$ cat config.mk
export PLATFORM = sky130hd
export DESIGN_NAME = float_xor_leading_byte_packer
export DESIGN_NICKNAME = d
export VERILOG_FILES = /design/src/rtl/fxp_pkg.sv /design/src/rtl/fxp_front.sv /design/src/rtl/fxp_queue.sv /design/src/rtl/fxp_back.sv /design/src/rtl/float_xor_leading_byte_packer.sv
export SDC_FILE = /design/constraint.sdc
export NUM_CORES = 1
export LEC_CHECK = 0
export ABC_AREA = 1
export CAP_MARGIN = 20
export CORE_MARGIN = 2
export CORE_UTILIZATION = 50
export DETAILED_ROUTE_END_ITERATION = 16
export DONT_BUFFER_PORTS = 1
export GPL_TIMING_DRIVEN = 0
export MAX_ROUTING_LAYER = met4
export SYNTH_ARGS = -nofsm -noshare
export SYNTH_HDL_FRONTEND = slang
export SYNTH_SLANG_ARGS = --single-unit
$ cat constraint.sdc
create_clock -name clk -period 16.3 [get_ports clk]
set_input_delay 1.63 -clock clk [delete_from_list [all_inputs] [get_ports clk]]
set_output_delay 1.63 -clock clk [all_outputs]
set_load 0.005 [all_outputs]
$ cat src/rtl/fxp_pkg.sv
`default_nettype none
package fxp_pkg;
  localparam int unsigned QDEPTH = 2;
  localparam int unsigned QAW = 1;
  localparam logic [31:0] CANON_NAN = 32'h7FC0_0000;

  typedef enum logic [0:0] {
    REG_REQ_LEN = 1'b0,
    REG_MEDIAN  = 1'b1
  } reg_idx_t;

  // front-to-back item: float difference plus per-item config
  typedef struct packed {
    logic [31:0] diff;
    logic        start;
    logic [2:0]  shift;
    logic [2:0]  req_bytes;
  } fxp_item_t;

  // IEEE single subtract a - b, round to nearest even
  function automatic logic [31:0] fsub(input logic [31:0] a, input logic [31:0] b);
    logic        sa, sb, sx, sy, sr;
    logic [7:0]  ea, eb, ex, ey;
    logic [22:0] ma, mb;
    logic        nana, nanb, infa, infb;
    logic [26:0] fx, fy, fys;
    logic [7:0]  d;
    logic [27:0] sum;
    logic [4:0]  lz;
    logic [9:0]  e;
    logic [27:0] n;
    logic        st, g, r, s2, lsb, inc;
    logic [24:0] mr;
    logic [31:0] res;
    sa = a[31]; ea = a[30:23]; ma = a[22:0];
    sb = ~b[31]; eb = b[30:23]; mb = b[22:0];
    nana = (ea == 8'hFF) && (ma != 0);
    nanb = (eb == 8'hFF) && (mb != 0);
    infa = (ea == 8'hFF) && (ma == 0);
    infb = (eb == 8'hFF) && (mb == 0);
    res = 32'd0;
    if (nana || nanb || (infa && infb && (sa != sb))) begin
      res = CANON_NAN;
    end else if (infa) begin
      res = {sa, 8'hFF, 23'd0};
    end else if (infb) begin
      res = {sb, 8'hFF, 23'd0};
    end else begin
      if ({ea, ma} >= {eb, mb}) begin
        sx = sa; ex = ea; fx = {(ea != 0), ma, 3'b000};
        sy = sb; ey = eb; fy = {(eb != 0), mb, 3'b000};
      end else begin
        sx = sb; ex = eb; fx = {(eb != 0), mb, 3'b000};
        sy = sa; ey = ea; fy = {(ea != 0), ma, 3'b000};
      end
      if (ex == 0) ex = 8'd1;
      if (ey == 0) ey = 8'd1;
      d = ex - ey;
      if (d > 8'd26) begin
        fys = {26'd0, (fy != 0)};
      end else begin
        fys = fy >> d;
        st = ((fy & ((27'd1 << d) - 27'd1)) != 0);
        fys[0] = fys[0] | st;
      end
      if (sx == sy) sum = {1'b0, fx} + {1'b0, fys};
      else sum = {1'b0, fx} - {1'b0, fys};
      sr = sx;
      if (sum == 0) begin
        res = {(sa & sb), 31'd0};
      end else begin
        lz = 5'd0;
        for (int i = 27; i >= 0; i--) begin
          if (sum[i] && lz == 0 && (sum >> (i + 1)) == 0) lz = 5'(27 - i);
        end
        if (sum[27]) begin
          n = {1'b0, sum[27:1]};
          n[0] = n[0] | sum[0];
          e = {2'b00, ex} + 10'd1;
        end else begin
          if ({2'b00, ex} > {5'd0, lz} - 10'd1 + 10'd1 - 10'd1 + 10'd0 &&
              ({2'b00, ex} - 10'd1) >= ({5'd0, lz} - 10'd1)) begin
            n = sum << (lz - 5'd1);
            e = {2'b00, ex} - ({5'd0, lz} - 10'd1);
          end else begin
            n = sum << (ex - 8'd1);
            e = 10'd0;
          end
        end
        if (e != 0 && n[26] == 1'b0) e = 10'd0;
        lsb = n[3]; g = n[2]; r = n[1]; s2 = n[0];
        inc = g && (r || s2 || lsb);
        mr = {1'b0, n[26:3]} + {24'd0, inc};
        if (mr[24]) begin
          mr = mr >> 1;
          e = e + 10'd1;
        end else if (e == 0 && mr[23]) begin
          e = 10'd1;
        end
        if (e >= 10'd255) res = {sr, 8'hFF, 23'd0};
        else res = {sr, e[7:0], mr[22:0]};
      end
    end
    return res;
  endfunction
endpackage
`default_nettype wire

$ cat src/rtl/fxp_front.sv
`default_nettype none
module fxp_front (
  input  wire logic             clk,
  input  wire logic             rst_n,
  input  wire logic             cfg_we,
  input  wire logic [0:0]       cfg_idx,
  input  wire logic [31:0]      cfg_data,
  input  wire logic             in_v,
  output logic                  in_rdy,
  input  wire logic [31:0]      in_sample,
  input  wire logic             in_start,
  output logic                  fr_v,
  input  wire logic             fr_rdy,
  output fxp_pkg::fxp_item_t    fr_item
);
  import fxp_pkg::*;
  logic [5:0]  len_r;
  logic [31:0] med_r;
  logic [5:0]  len_c;
  logic        v_r;
  fxp_item_t   item_r, item_nxt;

  assign len_c = (len_r == 0) ? 6'd1 : (len_r > 6'd32) ? 6'd32 : len_r;
  assign in_rdy = !v_r || fr_rdy;
  assign fr_v = v_r;
  assign fr_item = item_r;

  always_comb begin
    item_nxt.diff = fsub(in_sample, med_r);
    item_nxt.start = in_start;
    item_nxt.shift = (len_c[2:0] == 0) ? 3'd0 : 3'(4'd8 - {1'b0, len_c[2:0]});
    item_nxt.req_bytes = 3'((len_c + 6'd7) >> 3);
  end

  always_ff @(posedge clk) begin
    if (!rst_n) begin
      len_r <= 6'd32;
      med_r <= 32'd0;
      v_r <= 1'b0;
    end else begin
      if (cfg_we) begin
        if (cfg_idx == REG_REQ_LEN) len_r <= cfg_data[5:0];
        else med_r <= cfg_data;
      end
      if (in_rdy) v_r <= in_v;
    end
    if (in_rdy && in_v) item_r <= item_nxt;
  end
endmodule
`default_nettype wire

$ cat src/rtl/fxp_queue.sv
`default_nettype none
module fxp_queue (
  input  wire logic             clk,
  input  wire logic             rst_n,
  input  wire logic             wr_v,
  output logic                  wr_rdy,
  input  wire fxp_pkg::fxp_item_t wr_item,
  output logic                  rd_v,
  input  wire logic             rd_rdy,
  output fxp_pkg::fxp_item_t    rd_item
);
  import fxp_pkg::*;
  fxp_item_t mem [QDEPTH];
  logic [QAW-1:0] wp_r, rp_r;
  logic [QAW:0]   cnt_r;
  logic wr, rd;
  assign wr_rdy = cnt_r != (QAW+1)'(QDEPTH);
  assign rd_v = cnt_r != 0;
  assign rd_item = mem[rp_r];
  assign wr = wr_v && wr_rdy;
  assign rd = rd_v && rd_rdy;
  always_ff @(posedge clk) begin
    if (!rst_n) begin
      wp_r <= '0; rp_r <= '0; cnt_r <= '0;
    end else begin
      if (wr) wp_r <= wp_r + 1'b1;
      if (rd) rp_r <= rp_r + 1'b1;
      cnt_r <= cnt_r + (QAW+1)'(wr) - (QAW+1)'(rd);
    end
    if (wr) mem[wp_r] <= wr_item;
  end
endmodule
`default_nettype wire

$ cat src/rtl/fxp_back.sv
`default_nettype none
module fxp_back (
  input  wire logic             clk,
  input  wire logic             rst_n,
  input  wire logic             bk_v,
  output logic                  bk_rdy,
  input  wire fxp_pkg::fxp_item_t bk_item,
  output logic                  out_v,
  input  wire logic             out_rdy,
  output logic [1:0]            out_lead,
  output logic [2:0]            out_cnt,
  output logic [31:0]           out_res
);
  import fxp_pkg::*;
  logic [31:0] prev_r, cur, x, res_nxt;
  logic [1:0]  lead, lead_r;
  logic [2:0]  cnt, cnt_r;
  logic [31:0] res_r;
  logic        v_r;
  logic [1:0]  idx;

  assign bk_rdy = !v_r || out_rdy;
  assign out_v = v_r;
  assign out_lead = lead_r;
  assign out_cnt = cnt_r;
  assign out_res = res_r;

  always_comb begin
    cur = bk_item.diff >> bk_item.shift;
    x = cur ^ (bk_item.start ? 32'd0 : prev_r);
    if (x[31:8] == 0) lead = 2'd3;
    else if (x[31:16] == 0) lead = 2'd2;
    else if (x[31:24] == 0) lead = 2'd1;
    else lead = 2'd0;
    cnt = (bk_item.req_bytes > {1'b0, lead}) ? bk_item.req_bytes - {1'b0, lead} : 3'd0;
    res_nxt = 32'd0;
    for (int k = 0; k < 4; k++) begin
      idx = 2'(3'd4 - bk_item.req_bytes + 3'(k));
      if (3'(k) < cnt) res_nxt[8*k +: 8] = cur[8*idx +: 8];
    end
  end

  always_ff @(posedge clk) begin
    if (!rst_n) begin
      v_r <= 1'b0;
      prev_r <= 32'd0;
    end else begin
      if (bk_rdy) v_r <= bk_v;
      if (bk_rdy && bk_v) prev_r <= cur;
    end
    if (bk_rdy && bk_v) begin
      lead_r <= lead; cnt_r <= cnt; res_r <= res_nxt;
    end
  end
endmodule
`default_nettype wire

$ cat src/rtl/float_xor_leading_byte_packer.sv
// channel | dir | tdata (low bit up)                       | tuser
// in_     | in  | sample_bits[31:0]                        | block_start
// out_    | out | residual_bytes[31:0]                     | lead_count[1:0], byte_count[4:2]
// cfg_    | in  | write: idx 0 required_length, 1 median_bits
// One sample per cycle unless the out side stalls; path: front register, queue, back register.
// Float subtract sits in the front stage, byte packing in the back stage,
// with a two-entry queue between them.
// Synchronous active-low reset sets config to length 32, median 0, clears previous pattern and valids.
// Stalls on the out side fill the queue, then drop in_tready.
`default_nettype none
module float_xor_leading_byte_packer (
  input  wire logic        clk,
  input  wire logic        rst_n,
  input  wire logic        cfg_we,
  input  wire logic [0:0]  cfg_idx,
  input  wire logic [31:0] cfg_data,
  input  wire logic        in_tvalid,
  output logic             in_tready,
  input  wire logic [31:0] in_tdata,  // sample_bits
  input  wire logic        in_tuser,  // block_start
  output logic             out_tvalid,
  input  wire logic        out_tready,
  output logic [31:0]      out_tdata, // residual_bytes
  output logic [4:0]       out_tuser  // lead_count, byte_count
);
  import fxp_pkg::*;
  logic fv, frdy, bv, brdy;
  fxp_item_t fi, bi;
  logic [1:0] lead;
  logic [2:0] cnt;
  fxp_front u_front (.clk, .rst_n, .cfg_we, .cfg_idx, .cfg_data, .in_v(in_tvalid),
    .in_rdy(in_tready), .in_sample(in_tdata), .in_start(in_tuser), .fr_v(fv),
    .fr_rdy(frdy), .fr_item(fi));
  fxp_queue u_q (.clk, .rst_n, .wr_v(fv), .wr_rdy(frdy), .wr_item(fi), .rd_v(bv),
    .rd_rdy(brdy), .rd_item(bi));
  fxp_back u_back (.clk, .rst_n, .bk_v(bv), .bk_rdy(brdy), .bk_item(bi),
    .out_v(out_tvalid), .out_rdy(out_tready), .out_lead(lead), .out_cnt(cnt),
    .out_res(out_tdata));
  assign out_tuser = {cnt, lead};
endmodule
`default_nettype wire

## Yosys cells after proc, flatten, opt, wreduce, memory -nomap -nowiden

Memory sizes are Yosys's and may differ from the RTL's. A register that Yosys moved wholly into a read port is not among the register bits.
Index checks and enable logic that the tools add are counted.
W data, S select, Z words.

| storage, ports and cells | value |
|---|---|
| register bits after elaboration | 152 |
| memory bits (writable) | 78 |
| word-level logic and storage cells | 449 |
| memories kept | 1 |

Memory list:

| memory | words | width | read ports | clocked after Yosys merged registers in | wr ports | line | RTL |
|---|---|---|---|---|---|---|---|
| u_q.mem | 2 | 39 | 1 | 1 | 1 | fxp_queue.sv:13 | `fxp_item_t mem [QDEPTH];` |

| cells by class | value |
|---|---|
| $add $sub $neg | 25 |
| $lt $le $gt $ge | 11 |
| eq/ne operators | 5 |
| shift operators | 9 |
| mux-type cells | 218 |
| bitwise logic cells | 8 |
| reduce and logical (&&, ||, !) cells | 152 |

Operators with widths:

| kind | count |
|---|---|
| $logic_not A32 Y1 | 27 |
| $mux W5 | 139 |
| $mux W27 | 18 |
| $mux W10 | 17 |
| $logic_not A5 Y1 | 27 |
| $mux W32 | 4 |
| $mux W8 | 16 |
| $shiftx A32 B6 Y8 | 4 |
| $mux W28 | 4 |
| $logic_and A1 B1 Y1 | 67 |
| $logic_not A23 Y1 | 2 |
| $reduce_bool A23 Y1 | 2 |
| $and A27 B32 Y32 | 1 |
| $reduce_bool A32 Y1 | 1 |
| $shl A1 B8 Y32 const A | 1 |
| $shr A32 B3 Y32 | 1 |
| $sub A32 B1 Y32 const B | 1 |
| $xor A32 B32 Y32 | 1 |
| $ge A31 B31 Y1 | 1 |
| $mux W31 | 1 |
| $add A27 B27 Y28 | 1 |
| $logic_not A28 Y1 | 1 |
| $shl A28 B5 Y27 | 1 |
| $shl A28 B8 Y27 | 1 |
| other kinds (56) | 89 |

## Depth between registers and ports, before layout

Gate-level depths: netlist of the first run.

| logic depth | value |
|---|---|
| depth in word-level cells | 278 |
| depth in mapped cells | 123 |
| gate-level depth less buffers | 120 |

## Modules after synthesis

From an unflattened synthesis of the first run, not the netlist that was laid out.

| second synthesis, totals | value |
|---|---|
| cells, all modules | 3339 |
| area total of the unflattened synthesis | 21854.7 sq um |

By module, submodules not included:

| module | instances | cells each | area an instance (sq um) |
|---|---|---|---|
| fxp_front | 1 | 2464 | 14078.5 |
| fxp_back | 1 | 717 | 4672.0 |
| fxp_queue | 1 | 158 | 3104.2 |

## Worst setup path before layout of the first run

OpenSTA, ideal clock, no wires.

| path | value |
|---|---|
| path kind | input port to flip-flop |
| start point | input in_tdata[14] |
| end point | register u_front.item_r, in the netlist u_front.fr_item[27] (data pin) |
| library setup time | 0.254 ns |
| arrival time | 14.296 ns |
| data required time | 16.046 ns |
| setup slack | 1.751 ns |
| stages on the path | 98 |
| buffers on the path | 8 |
| path through | ha_1 nand2_1 nor2_2 nand2_1 nor2_1 nor2_1 nand2_1 nand2_2 nand2_4 clkbuf_1 clkbuf_1 nand2_1 o21ai_1 inv_1 nor3_1 nand2_1 nand2_1 inv_1 (+62 left out) o22ai_1 nand2_1 inv_1 ha_1 inv_1 nor2_2 nand3_2 nor2_1 nand4_1 nor2_2 inv_2 nor2_1 a21oi_1 nor2_1 nand2_4 nand3_4 buf_6 nor2_2 |

| on the way | value |
|---|---|
| cells in the longest elaborated chain, start to end | 268 |

RTL lines:

| element | line | RTL |
|---|---|---|
| from (decl) | float_xor_leading_byte_packer.sv:19 | `input wire logic [31:0] in_tdata,` |
| parallel branches: the longest is 268 deep, another holds $ge A31 B31 Y1 | -- |  |
| to (signal assigned) | fxp_front.sv:47 | `if (in_rdy && in_v) item_r <= item_nxt;` |
| to (decl) | fxp_front.sv:21 | `fxp_item_t item_r, item_nxt;` |

Parallel ways; which one is timed is not known. The select of a mux whose other input is x is not followed.
A chain may end at the register's enable or synchronous reset.

## Worst setup path in the final report of the first run

| path | value |
|---|---|
| start point | input in_tdata[12] |
| end point | register u_front.item_r, in the netlist u_front.fr_item[11] (data pin) |

The elaborated chain is that of the path after synthesis.

==> impl_results.md, run 1 <==
* Multi-input gate area at ~14,000 µm²
* Root buf cell: clkbuf_16
* Tightest Pin Transition at between 0.9 and 1 ns
* Initial Utilization at around half
* Top-area cell type share of the netlist area at ~22%
* Clock Latency Late Sink at 0.54 ns
* TritonCTS clock tree: built
* Clock-pin slew on the worst setup and hold paths at 0.06 ns
* Sequential area share after synthesis at 28.6%
* Worst EP required at between 15 and 20 ns
* Leakage at 10.8 nW
* DP Worst Slack at -2.59 ns
* Hold path start: u_front.fr_item[0]
* Final GP Congestion at 1.05
* Synth area leader: edfxtp_1
* Syn Area/Cell at 6.47 µm²
* Die area at ~44,000 µm²
* Yosys reg bits at 223
* Status: complete, no violations
* Vias in the first global route at 21,200
* DR pass1 iterations at 6
* Longest Clk Path Bufs at 3
* Critical path class: in2reg
* Most frequent cells in the layout: nand2_1 (837), inv_1 (365), nand3_1 (280)
* IO Port Bufs at 0
* DRT iter0 DRCs at between 2,000 and 2,500
* Synth unique cells at 62
* Achievable clock frequency at ~0.064 GHz
* Post-route setup slack at between 0.5 and 0.6 ns
* Most used cell, CP: nand2_1
* Startpoint Class: input port
* Crit. Startpoint: in_tdata[12]
* Final setup fails at 0
* Largest net degree at the start of global routing at 40
* Syn nets at 3,408
* Pwr dens at between 200 and 250 nW/µm²
* Hold Crit Class: reg2reg
* Ys Warns at 0
* Hold_buf cts at 0
* Drt drc at 0
* DP HPWL at 61.3 mm
* Slowest CP cell: xnor2_1
* Post-synth EDFFs at 154
* Register area at 6010 µm²
* Synth Cell Area at 21,000 µm²
* Final Slew Violations at 0
* Via density at a little under 6
* Clock sink total at about 220
* Synth area leaders: edfxtp_1 (22%), nand2_1 (16%), nand3_1 (7.3%)
* GR Util All Layers at a little over a third
* Top FF cell, synth: edfxtp_1
* Antenna violations before repair at 2
* CP Max Fanout at 10
* Core Util, Final at a little under three fifths
* I/O pin count at 110
* Crit path DAT at between 15 and 20 ns
* Core Box Area at 41,700 µm²
* Minimum clock period after layout at between 15 and 20 ns
* Share of cells above drive strength 1 at 13.2%
* Worst setup EP type: register
* Maximum vdd drop at between 100 and 150 µV
* Clk_skew at 0.0447 ns
* CTS H-tree lvls at 1
* Die Ht at around 210 µm
* Most common cell after layout, fill and taps aside: nand2_1
* Fin nets at 3,506
* Routed wire length at between 70 and 80 mm
* Row cnt at 75
* Async S/R FF share, synth at 0%
* Die Wd at 209 µm
* Drt wl/cell at about 20 µm
* Max-cap violations at 0
* First-pass GRT wire length at ~120 mm
* Synth Instances at between 3,000 and 4,000
* Num CTS Buffers at 21
* Slowest stage delay, CP at a little under 0.7 ns
* Via count at between 20,000 and 25,000
* Reg2Reg Launch Point: u_front.med_r[30]
* Final hold viol count at 0
* Global route overflow at 0
* Slew HR at ~33%
* Area growth, synth to finish at 14.3%
* Flop2flop setup slack at 1.11 ns
* # fillers at approximately 4,100
* Final worst-path cycle share at a little over nine tenths
* Detail Route Antenna Nets at 0
## logic make-up after synthesis
family | synth area share, %
AND/OR/NAND/NOR | 36.3
other | 0.0179
buffers and inverters | 9.78
adder cells (fa/ha/maj) | 5.56
AO/OA/AOI/OAI | 15.0
multiplexers | 0.531
XOR/XNOR | 4.17
flip-flops | 28.6
## critical path: cells and delay by family
family,cells,cell delay (ns)
AOI/OAI and AO/OA,14,2.54
buffers and inverters,19,2.71
and+or+nand+nor,53,6.52
xor gates and xnor gates,2,0.79
adders and majority gates,7,1.81
## final cells by class
cell class,count,area share [%]
antenna,4,0.0418
buffer,127,3.02
clock buffer,27,2.30
clock inverter,10,0.204
inverter,394,6.23
multi-input combinational,2502,57.4
sequential,223,25.1
tap,539,2.81
timing repair buffer,74,2.90
## per-layer routing
metal,track usage (%),vias up,routed length (µm)
met4,15.5,0,3810
met2,56.5,939,36200
li1,-,11000,-
met5,-,-,0
met3,4.93,203,5780
met1,44.0,10900,32100
## through the flow
step | instances | setup TNS, ns | hold WS (ns) | power (mW) | cell area [µm²]
finish | 3900 | 0 | 0.424 | 5.01 | 24000
global route | 3898 | -4.70 | 0.449 | 5.37 | 24000
CTS | 3830 | 0 | 0.427 | 4.60 | 22600
detailed placement | 3787 | -77.67 | 0.434 | 4.09 | 21700
global placement | 3784 | -70.44 | 0.422 | 4.03 | 21700
floorplan | 3245 | 0 | 0.421 | 3.15 | 21000
## sequential cells by signal, indices dropped and copies added (netlist names), 2 cells and up, named ones only
signal           cells
u_front.fr_item     39
u_front.med_r       32
u_q.mem             78
u_back.prev_r       24
u_back.out_res      32
u_front.len_r        6
u_back.out_cnt       3
u_back.out_lead      2
u_q.cnt_r            2
## cells in the mapped netlist (all sizes together), types with 4 or more instances
library cell / number
mux2i: 10
ha: 90
o2111ai: 4
nor2: 330
a31oi: 23
nor4: 20
and2: 4
nand3b: 7
nand4: 88
a21boi: 4
a21oi: 128
xor2: 68
inv: 391
o22ai: 8
dfxtp: 69
clkbuf: 86
a21o: 5
o21a: 17
o31ai: 4
edfxtp: 154
nand3: 317
buf: 42
or2: 40
nor3: 36
o21ai: 327
nand2: 890
o211ai: 28
xnor2: 31
## repair_timing
item,in CTS,in global routing
endpoints found under the setup margin,31,31
cloned,0,6
buffers inserted,6,61
hold endpoints to repair,0,0
pin swaps,5,76
gates resized for setup,61,230
## power by group
group          switching, mW  internal (mW)  leakage (nW)
registers             0.0789          0.853          2.04
clock network          0.207          0.239         0.300
logic                   2.50           1.13          8.49
## final timing paths
| check | to | cells after the start |
|---|---|---|
| setup / recovery | u_front.fr_item[11] | 95 |
| setup reg to reg | u_front.fr_item[11] | 94 |
| hold / removal | u_q.mem[1][0] | 0 |
| hold reg to reg | u_q.mem[1][0] | 0 |
Note: power is estimated with default switching activity, not from simulation.
==> inputs of run 2 (changes only) <==
Settings changed: ABC_AREA 1 to not set.
==> run 2 against run 1 <==
The run now ends with negative setup slack left. First-iteration DRC count rose by 57%. Die area increased by 12%. Synthesized cell count fell by 6.9%. Global-route usage grew 7.0 points. Sequential share of layout area is 4.8 points lower. Power increased by 1.7%. Area after synthesis is 12% higher. Sequential power shrank 4.5%. Fmax down 5.1%. Setup slack got worse by 0.84 ns. Count of clock-buffer cells in the layout is 2 lower. Clock power up 7.2%. Critical path type unchanged. Largest power group unchanged. Highest routed layer unchanged.
==> impl_results.md, run 2 <==
* Status: complete, but fails checks
* Failing checks: negative setup slack
* Synth area leaders: edfxtp_1 (20%), mux2i_1 (8.0%), nand2_1 (6.0%)
* Dpl cells at 3,635 (-4.0%)
* Most frequent cells in the layout: nand2_1 (366), nor2_1 (270), o21ai_0 (189)
* Fin nets at 3,378 (-3.7%)
* Final TNS setup at -5.61 ns (-5.61 ns)
* Final hold viol count at 0 (unchanged)
* Register area at 6010 µm² (unchanged)
* Biggest register: u_q.mem
* Area growth, synth to finish at 25.9%
* Num CTS Buffers at 19 (-9.5%)
* Via density at 7.09 (+20%)
* Hold path start: u_front.fr_item[37]
* DR pass1 iterations at 6 (unchanged)
* DRT iter0 DRCs at 3,619 (+57%)
* Ys Warns at 0 (unchanged)
* Final GP Congestion at 1.06 (+1.0%)
* Clock-pin slew on the worst setup and hold paths at 0.07 ns (about the same)
* Die Ht at 221 µm (+5.8%)
* Achievable clock frequency at 0.0604 GHz (-5.1%)
* Max FFs per register at 78 (unchanged)
* Hold Path Stages at 0 (unchanged)
* Global route overflow at 0 (unchanged)
* Final Slew Violations at 0 (unchanged)
* DP Worst Slack at -4.80 ns (-2.21 ns)
* CP Max Fanout at 10 (unchanged)
* R2R cell count at 75 (-20%)
* Comb power frac at 73.1% (+0.6 points)
* Longest Clk Path Bufs at 3 (unchanged)
* Async S/R FF share, synth at 0% (unchanged)
* Slowest CP cell: or4_4
* Post-synth EDFFs at 154 (unchanged)
* Flop pwr share at 17.5% (-1.1 points)
* Top-area cell type share of the netlist area at 19.6% (-2.4 points)
* Most common cell after layout, fill and taps aside: nand2_1
* Sequential area share after synthesis at 25.5% (-3.1 points)
* Core Box Area at 46,600 µm² (+12%)
* Die area at 48,800 µm² (+12%)
* Via count at 27,200 (+18%)
* Critical path class: in2reg
* Sw Pwr at 2.72 mW (-2.5%)
* Crit path DAT at 16.82 ns (+0.76 ns)
* Vias in the first global route at 25,100 (+18%)
* Max-cap violations at 0 (unchanged)
* GR Util All Layers at 42.0% (+7.0 points)
* Count leader, synth: nand2_1
* Top FF cell, synth: edfxtp_1
* Leakage at 10.8 nW (about the same)
* Worst EP required at 16.56 ns (-0.07 ns)
* Clock power share at 9.4% (+0.5 points)
* CTS H-tree lvls at 1 (unchanged)
* Syn Area/Cell at 7.79 µm² (+20%)
* IO Port Bufs at 0 (unchanged)
* R2R Path End: u_front.fr_item[16]
* Synth Cell Area at 23,500 µm² (+12%)
* DP HPWL at 80.2 mm (+31%)
* Post-route setup slack at -0.264 ns (-0.837 ns)
* Antenna violations before repair at 1 (-1)
* Clock sink total at 223 (unchanged)
* Die Wd at 221 µm (+5.8%)
* Cell-internal power at 2.37 mW (+6.9%)
* Pwr dens at 172 nW/µm² (-18%)
* Root buf cell: clkbuf_16
* I/O pin count at 110 (unchanged)
* Syn nets at 3,185 (-6.5%)
* Routed wire length at 109 mm (+40%)
* First-pass GRT wire length at 155 mm (+32%)
* Startpoint Class: input port
* # fillers at 3,762 (-7.2%)
* Final setup fails at 25 (+25)
* Row cnt at 79 (+5.3%)
* Clk_skew at 0.0290 ns (-0.0157 ns)
* Drt wl/cell at 28.4 µm (+42%)
* Largest net degree at the start of global routing at 43 (+7.5%)
* Total power at 5.09 mW (+1.7%)
* Yosys reg bits at 223 (unchanged)
* Synth unique cells at 113 (+82%)
* Detail Route Antenna Nets at 0 (unchanged)
* Clock Latency Late Sink at 0.52 ns (-0.02 ns)
* Final worst-path cycle share at 102% (+5.1 points)
* Flop2flop setup slack at 0.08 ns (-1.03 ns)
* Slew HR at 21.5% (-11 points)
* Multi-input gate area at 19,000 µm² (+38%)
* Share of cells above drive strength 1 at 22.3% (+9.1 points)
* Post-Layout Cell Count at 3,837 (-1.6%)
* Hold Crit Class: reg2reg
* Reg2Reg Launch Point: u_front.med_r[19]
* Tightest Pin Transition at 1.14 ns (+0.150 ns)
* Worst setup EP type: register
* Synth Instances at 3,022 (-6.9%)
* Maximum vdd drop at 219 µV (+89%)
* Synth area leader: edfxtp_1
* Sw frac at 53.4% (-2.3 points)
* RSZ-0062 raised after global routing: yes
* Synth cell count leaders: nand2_1 (377), nor2_1 (289), o21ai_0 (210)
* Initial Utilization at 50.6% (+0.19 points)
* Minimum clock period after layout at 16.56 ns (+0.837 ns)
* Slowest stage delay, CP at 0.54 ns (-0.15 ns)
* TritonCTS clock tree: built
* Drt drc at 0 (unchanged)
* Hold Path Sink: u_q.mem[0][37]
[run 2: routing by layer]
layer | GRT usage [%] | vias to the layer above | wire, µm
met5 | - | - | 0
met4 | 21.3 | 0 | 7320
met3 | 8.50 | 500 | 12400
met2 | 65.8 | 2051 | 48400
met1 | 51.5 | 13000 | 40800
li1 | - | 11700 | -
[run 2: stage by stage]
| step | hold WS [ns] | utilization (%) | area (µm²) |
|---|---|---|---|
| finish | 0.446 | 63.6 | 29600 |
| detailed placement | 0.437 | 53.7 | 25000 |
| global placement | 0.424 | 53.5 | 24900 |
| floorplan | 0.421 | - | 24100 |
| CTS | 0.446 | 59.6 | 27700 |
| global route | 0.461 | 63.6 | 29600 |
[run 2: worst max-delay path, delay by kind of cell]
kind | cells | cell delay, ns
compound gates | 21 | 3.86
xor+xnor | 3 | 0.53
fa+ha+maj | 5 | 1.15
mux | 3 | 0.94
simple gates | 26 | 6.15
buf+inv | 16 | 2.46
[run 2: area by class of cell]
type / count / area share [%]
Multi-Input combinational cell: 2498 / 64.3
Sequential cell: 223 / 20.3
Antenna cell: 2 / 0.0169
Tap cell: 607 / 2.56
Buffer: 176 / 3.82
Clock buffer: 25 / 1.79
Clock inverter: 9 / 0.367
Timing Repair Buffer: 187 / 5.43
Inverter: 110 / 1.46
[run 2: worst max-delay path by stage]
stage,startpoint,end,slack [ns],cells past startpoint
floorplan,in_tdata[25],u_front.fr_item[10],0.002,74
CTS,in_tdata[21],u_front.fr_item[9],-0.17,78
finish,in_tdata[22],u_front.fr_item[16],-0.26,74
global placement,in_tdata[18],u_front.fr_item[16],-4.67,74
detailed placement,in_tdata[18],u_front.fr_item[16],-4.80,76
global route,in_tdata[22],u_front.fr_item[16],-0.58,72
[run 2: power by group through the flow]
| stage | sequential (mW) | clock (mW) | combinational (mW) |
|---|---|---|---|
| 6_report | 0.890 | 0.478 | 3.72 |
| 5_1_grt | 0.902 | 0.497 | 3.88 |
| 4_1_cts | 0.886 | 0.474 | 3.29 |
| 3_5_place_dp | 0.897 | 0 | 2.96 |
| 3_3_place_gp | 0.888 | 0 | 2.91 |
| 2_1_floorplan | 0.866 | 0 | 2.03 |
[run 2: logic make-up (layout without fill, tap and decap cells)]
| logic type | count (synthesis) | in the layout | synth area share (%) |
|---|---|---|---|
| and+or+nand+nor | 1141 | 1141 | 23.1 |
| AOI/OAI and AO/OA | 929 | 929 | 26.4 |
| buffers and inverters | 301 | 507 | 5.22 |
| muxes | 236 | 236 | 11.1 |
| DFF | 223 | 223 | 25.5 |
| xor gates and xnor gates | 98 | 98 | 3.65 |
| adders and majority gates | 93 | 93 | 5.00 |
| other | 1 | 3 | 0.0159 |
[run 2: timing repair]
action | 4_1_cts | 5_1_grt
gates resized for setup | 282 | 252
setup buffers | 99 | 77
pin swaps | 82 | 144
setup endpoints to repair | 31 | 31
hold buffers | 0 | 0
gates cloned | 2 | 3
